## config.mk

```make
export PLATFORM = sky130hd
export DESIGN_NAME = cable_qam_frame_sync_inserter
export DESIGN_NICKNAME = d
export VERILOG_FILES = /design/src/rtl/cqfs_pkg.sv /design/src/rtl/cqfs_front.sv /design/src/rtl/cqfs_fifo.sv /design/src/rtl/cqfs_back.sv /design/src/rtl/cable_qam_frame_sync_inserter.sv
export SDC_FILE = /design/constraint.sdc
export NUM_CORES = 1
export LEC_CHECK = 0
export ABC_AREA = 1
export BUFFER_PORTS_ARGS = -buffer_cell sky130_fd_sc_hd__buf_2
export CAP_MARGIN = 5
export CORE_UTILIZATION = 45
export CTS_BUF_LIST = sky130_fd_sc_hd__clkbuf_4 sky130_fd_sc_hd__clkbuf_8 sky130_fd_sc_hd__clkbuf_16
export CTS_CLUSTER_SIZE = 24
export DETAILED_ROUTE_END_ITERATION = 10
export PLACE_DENSITY_LB_ADDON = 0.1
export SYNTH_ARGS = -nofsm -noshare
export SYNTH_HDL_FRONTEND = slang
export SYNTH_SLANG_ARGS = --single-unit
export TNS_END_PERCENT = 100
```

## constraint.sdc

```tcl
create_clock -name clk -period 7.8 [get_ports clk]
set_clock_uncertainty 0.1 [all_clocks]
set_input_delay 1.56 -clock clk [delete_from_list [all_inputs] [get_ports clk]]
set_output_delay 1.56 -clock clk [all_outputs]
set_load 0.02 [all_outputs]
```

## src/rtl/cqfs_pkg.sv

```systemverilog
// Shared types and constants for the cable QAM frame sync inserter.
// No dependencies; imported by every module of the block.
`default_nettype none
package cqfs_pkg;

  localparam int unsigned SYM_W   = 7;
  localparam int unsigned CNT_W   = 14;
  localparam int unsigned TRL_W   = 42;
  localparam int unsigned SHR_W   = SYM_W + TRL_W;
  localparam int unsigned REM_W   = 6;

  localparam logic [CNT_W-1:0] FRAME_LEN_64  = 14'd7680;
  localparam logic [CNT_W-1:0] FRAME_LEN_256 = 14'd11264;

  localparam logic [REM_W-1:0] BITS_SYM      = 6'd7;
  localparam logic [REM_W-1:0] BITS_END_64   = 6'd49;
  localparam logic [REM_W-1:0] BITS_END_256  = 6'd47;

  localparam logic MODE_64  = 1'b0;
  localparam logic MODE_256 = 1'b1;

  // Register indexes on the configuration port
  localparam logic REG_QAM_MODE = 1'b0;
  localparam logic REG_CTRL_WORD = 1'b1;

  // Sync groups for 64-QAM (7 bits of each byte) and the 256-QAM word
  localparam logic [6:0]  SYNC64_0 = 7'h75;
  localparam logic [6:0]  SYNC64_1 = 7'h2c;
  localparam logic [6:0]  SYNC64_2 = 7'h0d;
  localparam logic [6:0]  SYNC64_3 = 7'h6c;
  localparam logic [31:0] SYNC256  = 32'h71e84dd4;

  typedef struct packed {
    logic [SYM_W-1:0] symbol;
    logic             frame_end;
    logic             mode;
  } entry_t;

  // Trailer left-aligned in TRL_W bits, first bit sent in the top bit
  function automatic logic [TRL_W-1:0] trailer(input logic mode, input logic [3:0] cw);
    logic [TRL_W-1:0] t;
    if (mode == MODE_256) begin
      t = {SYNC256, cw, 4'b0000, 2'b00};
    end else begin
      t = {SYNC64_0, SYNC64_1, SYNC64_2, SYNC64_3, cw, 10'b0};
    end
    return t;
  endfunction

endpackage
`default_nettype wire

```

## src/rtl/cqfs_front.sv

```systemverilog
// Front end: accepts symbol beats, keeps the frame symbol count and tags frame ends.
// Depends on cqfs_pkg.
`default_nettype none
module cqfs_front
  import cqfs_pkg::*;
(
  input  wire logic             clk,
  input  wire logic             rst,
  input  wire logic             qam_mode,
  input  wire logic             s_tvalid,
  output logic                  s_tready,
  input  wire logic [SYM_W-1:0] s_symbol,
  input  wire logic             q_full,
  output logic                  q_push,
  output entry_t                q_data
);

  logic [CNT_W-1:0] symbol_count;
  logic [CNT_W-1:0] count_inc;
  logic [CNT_W-1:0] frame_len;
  logic             frame_end;

  assign s_tready  = !q_full;
  assign q_push    = s_tvalid && !q_full;
  assign count_inc = symbol_count + 1'b1;
  assign frame_len = (qam_mode == MODE_256) ? FRAME_LEN_256 : FRAME_LEN_64;
  assign frame_end = (count_inc >= frame_len);

  always_comb begin
    q_data.symbol    = s_symbol;
    q_data.frame_end = frame_end;
    q_data.mode      = qam_mode;
  end

  always_ff @(posedge clk) begin
    if (rst) begin
      symbol_count <= '0;
    end else if (q_push) begin
      symbol_count <= frame_end ? '0 : count_inc;
    end
  end

endmodule
`default_nettype wire

```

## src/rtl/cqfs_fifo.sv

```systemverilog
// Short queue of tagged symbols between the front end and the serialiser.
// Depends on cqfs_pkg for the entry type.
`default_nettype none
module cqfs_fifo
  import cqfs_pkg::*;
#(
  parameter int unsigned DEPTH = 4
) (
  input  wire logic   clk,
  input  wire logic   rst,
  input  wire logic   push,
  input  wire entry_t push_data,
  output logic        full,
  input  wire logic   pop,
  output entry_t      pop_data,
  output logic        valid
);

  localparam int unsigned IDX_W = (DEPTH > 1) ? $clog2(DEPTH) : 1;
  localparam int unsigned CNT_W2 = $clog2(DEPTH + 1);
  localparam logic [CNT_W2-1:0] DEPTH_C = CNT_W2'(DEPTH);
  localparam logic [IDX_W-1:0]  LAST_IDX = IDX_W'(DEPTH - 1);

  entry_t             store [DEPTH];
  logic [IDX_W-1:0]   wr_ptr;
  logic [IDX_W-1:0]   rd_ptr;
  logic [CNT_W2-1:0]  fill;
  logic               do_push;
  logic               do_pop;

  assign full     = (fill == DEPTH_C);
  assign valid    = (fill != '0);
  assign do_push  = push && !full;
  assign do_pop   = pop && valid;
  assign pop_data = store[rd_ptr];

  always_ff @(posedge clk) begin
    if (do_push) begin
      store[wr_ptr] <= push_data;
    end
  end

  always_ff @(posedge clk) begin
    if (rst) begin
      wr_ptr <= '0;
      rd_ptr <= '0;
      fill   <= '0;
    end else begin
      if (do_push) begin
        wr_ptr <= (wr_ptr == LAST_IDX) ? '0 : wr_ptr + 1'b1;
      end
      if (do_pop) begin
        rd_ptr <= (rd_ptr == LAST_IDX) ? '0 : rd_ptr + 1'b1;
      end
      if (do_push && !do_pop) begin
        fill <= fill + 1'b1;
      end else if (do_pop && !do_push) begin
        fill <= fill - 1'b1;
      end
    end
  end

endmodule
`default_nettype wire

```

## src/rtl/cqfs_back.sv

```systemverilog
// Back end: serialises a symbol, plus its sync trailer at a frame end, one bit a beat.
// Depends on cqfs_pkg.
`default_nettype none
module cqfs_back
  import cqfs_pkg::*;
(
  input  wire logic       clk,
  input  wire logic       rst,
  input  wire logic [3:0] ctrl_word,
  input  wire logic       q_valid,
  input  wire entry_t     q_data,
  output logic            q_pop,
  output logic            m_tvalid,
  input  wire logic       m_tready,
  output logic            m_bit,
  output logic            m_tlast
);

  logic [SHR_W-1:0] shreg;
  logic [REM_W-1:0] remaining;
  logic             busy;
  logic             take;
  logic             last_beat;
  logic [REM_W-1:0] load_len;

  assign take      = busy && m_tready;
  assign last_beat = (remaining == 6'd1);
  assign q_pop     = q_valid && (!busy || (take && last_beat));
  assign m_tvalid  = busy;
  assign m_bit     = shreg[SHR_W-1];
  assign m_tlast   = last_beat;

  always_comb begin
    if (!q_data.frame_end) begin
      load_len = BITS_SYM;
    end else if (q_data.mode == MODE_256) begin
      load_len = BITS_END_256;
    end else begin
      load_len = BITS_END_64;
    end
  end

  always_ff @(posedge clk) begin
    if (q_pop) begin
      shreg <= {q_data.symbol, trailer(q_data.mode, ctrl_word)};
    end else if (take) begin
      shreg <= {shreg[SHR_W-2:0], 1'b0};
    end
  end

  always_ff @(posedge clk) begin
    if (rst) begin
      busy      <= 1'b0;
      remaining <= '0;
    end else if (q_pop) begin
      busy      <= 1'b1;
      remaining <= load_len;
    end else if (take) begin
      remaining <= remaining - 1'b1;
      if (last_beat) begin
        busy <= 1'b0;
      end
    end
  end

endmodule
`default_nettype wire

```

## src/rtl/cable_qam_frame_sync_inserter.sv

```systemverilog
// Top level of the cable QAM frame sync inserter: config registers, front, queue, back.
// Depends on cqfs_pkg, cqfs_front, cqfs_fifo and cqfs_back.
`default_nettype none
// Each accepted symbol beat gives 7 output bit beats, MSB first; the symbol that ends
// a frame (7680 symbols in 64-QAM, 11264 in 256-QAM) gives 49 or 47 beats because the
// sync trailer and control word follow it. The serialiser shift register sends one bit
// per cycle while m_tready is high, with no gap between queued symbols; a queue of
// DEPTH tagged symbols lets input and output stall independently.
// Registers: qam_mode at address 0, frame_control_word at address 4.
module cable_qam_frame_sync_inserter
  import cqfs_pkg::*;
#(
  parameter int unsigned DEPTH = 4
) (
  input  wire logic        clk,
  input  wire logic        rst,
  input  wire logic        psel,
  input  wire logic        penable,
  input  wire logic        pwrite,
  input  wire logic [2:0]  paddr,
  input  wire logic [31:0] pwdata,
  output logic [31:0]      prdata,
  output logic             pready,
  input  wire logic        s_tvalid,
  output logic             s_tready,
  input  wire logic [7:0]  s_tdata,   // [6:0] symbol, [7] zero
  output logic             m_tvalid,
  input  wire logic        m_tready,
  output logic [7:0]       m_tdata,   // [0] serial_bit, [7:1] zero
  output logic             m_tlast
);

  logic       qam_mode;
  logic [3:0] frame_control_word;
  logic       cfg_wr;
  logic       q_push;
  logic       q_full;
  logic       q_pop;
  logic       q_valid;
  entry_t     q_in;
  entry_t     q_out;
  logic       m_bit;

  assign pready = 1'b1;
  assign cfg_wr = psel && penable && pwrite && pready;

  always_ff @(posedge clk) begin
    if (rst) begin
      qam_mode           <= 1'b0;
      frame_control_word <= '0;
    end else if (cfg_wr) begin
      unique case (paddr[2])
        REG_QAM_MODE:  qam_mode <= pwdata[0];
        REG_CTRL_WORD: frame_control_word <= pwdata[3:0];
        default: ;
      endcase
    end
  end

  always_comb begin
    unique case (paddr[2])
      REG_QAM_MODE:  prdata = {31'b0, qam_mode};
      REG_CTRL_WORD: prdata = {28'b0, frame_control_word};
      default:       prdata = '0;
    endcase
  end

  cqfs_front u_front (
    .clk      (clk),
    .rst      (rst),
    .qam_mode (qam_mode),
    .s_tvalid (s_tvalid),
    .s_tready (s_tready),
    .s_symbol (s_tdata[SYM_W-1:0]),
    .q_full   (q_full),
    .q_push   (q_push),
    .q_data   (q_in)
  );

  cqfs_fifo #(
    .DEPTH (DEPTH)
  ) u_fifo (
    .clk       (clk),
    .rst       (rst),
    .push      (q_push),
    .push_data (q_in),
    .full      (q_full),
    .pop       (q_pop),
    .pop_data  (q_out),
    .valid     (q_valid)
  );

  cqfs_back u_back (
    .clk       (clk),
    .rst       (rst),
    .ctrl_word (frame_control_word),
    .q_valid   (q_valid),
    .q_data    (q_out),
    .q_pop     (q_pop),
    .m_tvalid  (m_tvalid),
    .m_tready  (m_tready),
    .m_bit     (m_bit),
    .m_tlast   (m_tlast)
  );

  assign m_tdata = {7'b0, m_bit};

  // Output idles straight after reset
  a_reset_idle: assert property (@(posedge clk) rst |=> !m_tvalid)
    else $error("output valid after reset");

  // A queued symbol follows the last beat of the previous one with no gap
  a_no_gap: assert property (@(posedge clk) disable iff (rst)
    (m_tvalid && m_tready && m_tlast && q_valid) |=> m_tvalid)
    else $error("gap between queued symbols");

  // With nothing queued, the last beat leaves the output idle
  a_drain: assert property (@(posedge clk) disable iff (rst)
    (m_tvalid && m_tready && m_tlast && !q_valid) |=> !m_tvalid)
    else $error("output valid with nothing queued");

endmodule
`default_nettype wire

```

# == Word level (Yosys, flattened, before mapping) ==
# Memories as Yosys holds them, arrays and structs flattened. A register that Yosys moved wholly into a read port is not among the register bits.
# Cells that the tools add are included.
# totals
reg_bits,82
ramBits,36
inputBits,50
out_inout_bits,44
elab_cells,65
memories,1
# mem_list
memory,words,word_bits,rd,rd_ports_with_merged_regs,wr,line_no,text
u_fifo.store,4,9,1,1,1,cqfs_fifo.sv:24,entry_t store [DEPTH];
# op_classes
n_addsub,6
magnitude_cmp,1
n_eq_ne,4
mux,21
bitwise,1
reduce_logical,22
# ops
operator,count
$mux 49,2
$pmux 32 s2,1
$mux 42,1
$mux 14,2
$mux 6,3
$add 14x1->14 const B,1
$ge 14x14->1,1
$logic_and 1x1->1,10
$mux 2,4
$eq 6x1->1 const B,1
$mux 3,2
$reduce_and 2->1,3
$reduce_bool 2->1,3
$sub 6x1->6 const B,1
$mux 1,5
$mux 5,1
$add 2x1->2 const B,2
$eq 2x2->1 const B,2
$logic_not 1->1,4
$add 3x1->3 const B,1
$eq 3x3->1 const B,1
$reduce_bool 3->1,1
$sub 3x1->3 const B,1
$logic_or 1x1->1,1
$not 1->1,1

# == Logic depth before layout (Yosys ltp) ==
# Gate-level depths: netlist of the first run.
# logic_depth
ltp_word,8
ltp_mapped,18
depth_no_buf,17

# == Hierarchy ==
# From an unflattened synthesis of the first run, not the netlist that was laid out.
# unflattened
hier_cells,603
area_unflattened_um2,5759.3
# by_module_without_submodules
mod,n_inst,cells_per_inst,area_per_inst_um2,seq_area_each_um2
cqfs_back,1,207,2162.1,1431.4
cqfs_fifo,1,156,1954.4,1261.2
cqfs_front,1,155,1053.5,280.3
cable_qam_frame_sync_inserter,1,85,589.3,100.1

# == Worst setup path before layout of the first run ==
# OpenSTA, ideal clock, no wires.
# synth_path
path_kind,input port to flip-flop
startpoint,input port m_tready
endpoint,register u_back.remaining[2]
setup_ps,123
t_arrival_ps,3506
required_time_ps,7577
path_slack_ps,4071
path_stages,6
n_path_buf,1
cell_sequence,inv_1 > o21ai_0 > clkbuf_1 > nand3_1 > o211ai_1 > inv_1
# synth_via
elab_chain_len,5
word_cells_on_any_way,6
cone_classes,mux: 1; reduce/logical: 5
# synth_rtl
item,line_no,text
from (decl),cable_qam_frame_sync_inserter.sv:28,"input wire logic m_tready,"
$logic_and 1x1->1 *,cqfs_back.sv:26,assign take = busy && m_tready;
$logic_and 1x1->1,cqfs_back.sv:28,assign q_pop = q_valid && (!busy || (take && last_beat));
$logic_or 1x1->1,cqfs_back.sv:28,
$logic_and 1x1->1,cqfs_back.sv:28,
$mux 6 / $reduce_bool 2->1 (equally long branches),--,
to (signal assigned),cqfs_back.sv:57,remaining <= load_len;
to (signal assigned),cqfs_back.sv:59,remaining <= remaining - 1'b1;
to (decl),cqfs_back.sv:20,logic [REM_W-1:0] remaining;
# Every way passes the cells marked *; elsewhere a longest branch is shown, timed or not.
# A chain may end at the register's enable or synchronous reset.

# == Worst setup path in the final report of the first run ==
# layout_path
startpoint,input port paddr[2]
endpoint,output port prdata[0]
# layout_via
elab_chain_len,2
# layout_rtl
item,line_no,text
from (decl),cable_qam_frame_sync_inserter.sv:20,"input wire logic [2:0] paddr,"
$not 1->1 (no line),--,
$pmux 32 s2 *,cable_qam_frame_sync_inserter.sv:61,unique case (paddr[2])
to (decl),cable_qam_frame_sync_inserter.sv:22,"output logic [31:0] prdata,"
# Every way passes the cells marked *; elsewhere a longest branch is shown, timed or not. The select of a mux whose other input is x is not followed.

==> key figures, run 1 <==
Worst setup path
  • Most Frequent Cell on Critical Path: buf_2
  • Startpoint types: input pin
  • Worst path cell trace: buf_2 -> o21ai_0 -> buf_2
  • CP required: 6140 ps
  • Crit. End Element: output port
  • Worst Path Max Fanout: 8
  • CP Class: input pin to output port
  • WP data arrival: 2070 ps
  • Slowest cell delay on critical path: 190 ps
  • CP max-delay cell: buf_2

Logic synthesis
  • Number of synthesized flops with an enable pin: 79
  • Cells after synthesis: 549
  • Syn Area/Cell: 9.65 µm²
  • Post-Syn Area: 0.00530 mm²
  • Synth unique cells: 37
  • YS warnings: 0
  • Number of synthesized register bits: 114
  • Ys flop type: edfxtp_1
  • Sequential area share after synthesis: 58.0%
  • Async SR Flop Fraction: 0%

Clock network
  • Total CTS buffers: 17
  • CTS tree: built
  • # resized after CTS: 0
  • Clock Sinks: 114
  • Bufs on Longest Clock Path: 2
  • Postcts setup bufs: 0
  • Number of H-tree levels: 4
  • CTS Hold Buffers Added: 0
  • CTS clk-pin slew, worst paths: 50 ps
  • Root cell of the clock tree: clkbuf_16
  • Worst-skew pair later-pin latency: 400 ps

Finish
  • Fillers: 1,071
  • Area occupied by registers: 0.00307 mm²
  • # nets final: 639
  • Synth-to-layout area growth: 12.8%
  • Area of the multi-input gates: 0.00177 mm²
  • ANT cells: 0
  • Commonest non-fill, non-tap cell in the layout: nand2_1
  • Commonest cells after routing, fill and taps aside: nand2_1 (91), nor2_1 (84), edfxtp_1 (79)
  • Layout cells sized above 1: 13.6%

Power
  • Leak pwr: 2.50 nW
  • Sw Ratio: 32.4%
  • Power share of the combinational group: 27.2%
  • Power, Total: 2.47 mW
  • Clk network pwr share: 31.7%
  • Sw power: 0.802 mW
  • Power Internal: 1.67 mW
  • Worst vdd ir: 0.000285 V
  • Sequential power share: 41.0%
  • Pwr dens: 414 mW/mm²

Timing
  • Period Utilization, post-route: 47.8%
  • Worst slew pin tran: 920 ps
  • Setup TNS: 0 ps
  • Slew Limit Fails: 0
  • Final hold vios: 0
  • Tmin final: 3730 ps
  • Maximum achievable frequency: 268 MHz
  • Rel. slew slack: 38.5%
  • Unrepaired setup endpoints after global routing: no
  • Setup violations, final: 0

Die
  • Die width: 111 µm
  • Io pins: 94
  • Num rows: 39
  • Core area: 0.0115 mm²
  • Starting Density: 46.2%
  • Die area: 0.0122 mm²
  • Die Y-Extent: 111 µm

GRT
  • Total global routing overflow: 0
  • Largest net degree at the start of global routing: 54
  • Vias in the first global route: 3,360
  • First-pass GRT wire length: 15,500 µm
  • Initial antenna violation count: 0
  • All-Layer GR Usage: 16.1%

Place
  • Final Wtd Congestion: 0.768
  • DP Wirelength: 5770 µm
  • IO Port Bufs: 26

Drt
  • Drt wl/cell: 12.3 µm
  • Drt via density: 4.72
  • Detailed Routing Iterations Pass 1: 5
  • Via count: 3,455
  • Final wirelength: 9020 µm
  • Final ANT Viol Nets: 0
  • First DRT Iteration DRCs: 152
  • # DRC: 0

Job
  • Max Cap Violations: 0

Min path
  • Worst hold path type: register to register

Outcome
  • Outcome: finished, final reports clean
[metal layers]
layer  global-route usage (%)  routed length, µm  part of all wire (%)
met5                        0                  0                     0
met4                     6.40                 65                  0.72
met3                     4.72                353                   3.9
met2                     25.8               4250                    47
met1                     20.4               4350                    48
[registers in the layout (all words and copies together) (netlist names), named ones only]
| name | cells |
|---|---|
| u_back.shreg | 43 |
| u_fifo.store | 36 |
| u_front.symbol_count | 14 |
| u_back.remaining | 6 |
| frame_control_word | 4 |
| u_fifo.fill | 3 |
| u_fifo.rd_ptr | 2 |
| u_fifo.wr_ptr | 2 |
| qam_mode | 1 |
| u_back.m_tvalid | 1 |
[synth_stat cells, drive strengths merged, types with 3 or more instances]
| library cell | instances | area share, % |
|---|---|---|
| nor2 | 89 | 6.6 |
| o21ai | 52 | 4.9 |
| a31oi | 10 | 1.2 |
| buf | 47 | 6.6 |
| xor2 | 7 | 1.2 |
| edfxtp | 79 | 45 |
| ha | 12 | 2.8 |
| nand2 | 97 | 7.3 |
| nand3 | 15 | 1.4 |
| or2 | 9 | 1.1 |
| nand4 | 3 | 0.35 |
| xnor2 | 3 | 0.50 |
| inv | 57 | 4.0 |
| o211ai | 3 | 0.43 |
| dfxtp | 35 | 13 |
| clkbuf | 6 | 0.61 |
| a21oi | 13 | 1.2 |
[metrics by stage]
stage               utilization [%]  hold WS [ps]  std cells  instance area (µm²)  setup WS (ps)
floorplan                         -           354        583                 5430           4070
global placement               46.9           373        700                 5370           4000
detailed placement             46.9           385        700                 5370           3910
CTS                            52.1           394        732                 5970           4070
global route                   52.1           419        732                 5970           4020
finish                         52.1           395        732                 5970           4070
[power groups by stage]
stage               logic [mW]  clock network (mW)  registers [mW]
global placement         0.664                   0            1.02
detailed placement       0.685                   0            1.02
CTS                      0.689               0.799            1.02
global route             0.780               0.828            1.04
finish                   0.673               0.784            1.01
floorplan                0.570                   0           0.996
[final timing paths]
check,from,end,slack (ps),depth (start not counted)
min,u_fifo.fill[1],u_fifo.fill[1],400,2
max,paddr[2],prdata[0],4070,3
min reg2reg,u_fifo.fill[1],u_fifo.fill[1],400,2
max reg2reg,u_fifo.fill[0],u_fifo.fill[2],5050,12
[area by class of cell]
cell class / count / share of cell area (%)
flip-flops and latches: 114 / 51.4
multi-input cells: 358 / 29.5
clock buffers: 18 / 7.25
inverters: 58 / 3.64
well taps: 143 / 2.99
clock inverters: 14 / 2.83
repair buffers: 27 / 2.30
[cells by family (layout without fill, tap and decap cells)]
family                     Yosys count  count (layout)  share of synthesized area [%]
AOI/OAI and AO/OA                   84              84                           8.69
xor gates and xnor gates            10              10                           1.65
adders and majority gates           13              13                           3.21
buffers and inverters              111             117                           11.3
DFF                                114             114                           58.0
other                                2              36                          0.142
and+or+nand+nor                    215             215                           17.0
[critical path: cells and delay by family]
| family | cells | cell delay, ps |
|---|---|---|
| buf+inv | 2 | 330 |
| compound gates | 1 | 170 |
No activity file was read; power rests on OpenSTA's default activity.
==> run 2: changes to the inputs <==
==> constraint.sdc (replaced) <==
create_clock -name clk -period 3.05 [get_ports clk]
set_clock_uncertainty 0.1 [all_clocks]
set_input_delay 0.61 -clock clk [delete_from_list [all_inputs] [get_ports clk]]
set_output_delay 0.61 -clock clk [all_outputs]
set_load 0.02 [all_outputs]
==> run 2 against run 1 <==
Non-clock buffer count rose by 11. Final area rose by 2.1%. Worst setup slack got worse by 3500 ps. Highest routed layer unchanged.
==> key figures, run 2 (same netlist as run 1, synthesis figures left out) <==
Drt
  • # DRC: 0
  • Drt wl/cell: 12.1 µm
  • Final wirelength: 8980 µm
  • Via count: 3,461
  • Drt via density: 4.66
  • Final ANT Viol Nets: 0
  • Detailed Routing Iterations Pass 1: 4
  • First DRT Iteration DRCs: 115

Power
  • Leak pwr: 2.57 nW
  • Pwr dens: 1070 mW/mm²
  • Worst vdd ir: 0.000632 V
  • Power, Total: 6.52 mW

Timing
  • Final hold vios: 0
  • Unrepaired setup endpoints after global routing: no
  • Setup TNS: 0 ps
  • Setup violations, final: 0
  • Slew Limit Fails: 0
  • Maximum achievable frequency: 399 MHz
  • Tmin final: 2500 ps
  • Min Hold Slack: 320 ps
  • Period Utilization, post-route: 82.1%

Finish
  • # nets final: 650
  • Layout cells sized above 1: 15.3%
  • Area of the multi-input gates: 0.00177 mm²
  • Commonest non-fill, non-tap cell in the layout: nand2_1
  • Top flop regs: u_back.shreg x43, u_fifo.store x36, u_front.symbol_count x14
  • Area occupied by registers: 0.00307 mm²
  • Commonest cells after routing, fill and taps aside: nand2_1 (91), nor2_1 (84), edfxtp_1 (79)
  • Max reg flops: 43
  • ANT cells: 0
  • Biggest register: u_back.shreg
  • Synth-to-layout area growth: 15.1%
  • Fillers: 1,066

Clock network
  • CTS tree: built
  • Total CTS buffers: 17
  • Worst-skew pair later-pin latency: 410 ps
  • CTS clk-pin slew, worst paths: 50 ps
  • CTS Hold Buffers Added: 0
  • Clock Sinks: 114
  • Number of H-tree levels: 4
  • Root cell of the clock tree: clkbuf_16
  • Bufs on Longest Clock Path: 2
  • # resized after CTS: 0
  • Postcts setup bufs: 0

Die
  • Die Y-Extent: 111 µm
  • Die area: 0.0122 mm²
  • Starting Density: 46.2%
  • Io pins: 94
  • Core area: 0.0115 mm²
  • Die width: 111 µm
  • Num rows: 39

Place
  • Final Wtd Congestion: 0.806
  • DP Wirelength: 5880 µm
  • IO Port Bufs: 26

Worst setup path
  • CP Class: register to register
  • Startpoint types: register
  • Worst path cell trace: ha_1 -> nand2_1 -> nor2_2 -> nand2_1 -> nor2_1 -> nand3_1 -> xor2_1 -> ha_1 -> nand4_1 -> nor2_1 -> nand2_1 -> nand2_2 -> nand2_2 -> nand2_4 -> nor2_1
  • Crit. End Element: register
  • WP data arrival: 2690 ps
  • Slowest cell delay on critical path: 380 ps
  • CP required: 3240 ps
  • Worst Path Max Fanout: 14
  • CP max-delay cell: dfxtp_1

GRT
  • Initial antenna violation count: 0
  • Total global routing overflow: 0
  • Vias in the first global route: 3,301
  • All-Layer GR Usage: 16.2%
  • First-pass GRT wire length: 15,400 µm
  • Largest net degree at the start of global routing: 30

Outcome
  • Outcome: finished, final reports clean

Job
  • Max Cap Violations: 0

Min path
  • Worst hold path type: input pin to register
## run 2: worst paths after layout
path                                                 to                     from  slack [ps]  depth (start not counted)
worst min-delay path                 u_fifo.store[2][4]               s_tdata[2]         320                          1
worst max register to register  u_front.symbol_count[6]  u_front.symbol_count[0]         550                         15
worst min register to register           u_fifo.fill[1]           u_fifo.fill[1]         390                          2
worst max-delay path            u_front.symbol_count[6]  u_front.symbol_count[0]         550                         15
## run 2: worst max-delay path: cells and delay by family, from the launching register on
family	cells	cell delay (ps)
XOR/XNOR	1	160
adder cells (fa/ha/maj)	2	490
flip-flops	1	380
AND/OR/NAND/NOR	12	1250
## run 2: stage by stage
stage | std cells | area (µm²) | setup WS [ps] | utilization [%]
3_5_place_dp | 711 | 5470 | 544 | 47.7
3_3_place_gp | 711 | 5470 | 565 | 47.7
2_1_floorplan | 583 | 5430 | 271 | -
5_1_grt | 743 | 6100 | 213 | 53.2
4_1_cts | 743 | 6100 | 525 | 53.2
6_report | 743 | 6100 | 546 | 53.2
## run 2: where the power goes
| part | internal (mW) | leakage (nW) | total, mW | switching (mW) |
|---|---|---|---|---|
| Combinational | 0.639 | 1.22 | 1.87 | 1.23 |
| Clock | 1.45 | 0.312 | 2.11 | 0.658 |
| Sequential | 2.36 | 1.04 | 2.54 | 0.179 |
## run 2: cell type report
class,count,share of cell area [%]
clock buffers,19,7.22
clock inverters,13,3.12
inverters,58,3.57
multi-input cells,358,28.9
flip-flops and latches,114,50.4
well taps,143,2.93
repair buffers,38,3.82
## run 2: metal layers
metal	routed length, µm	GRT usage [%]	share of wire (%)
met3	313	5.32	3.5
met5	0	0	0
met4	125	5.87	1.4
met2	4250	26.0	47
met1	4290	20.3	48
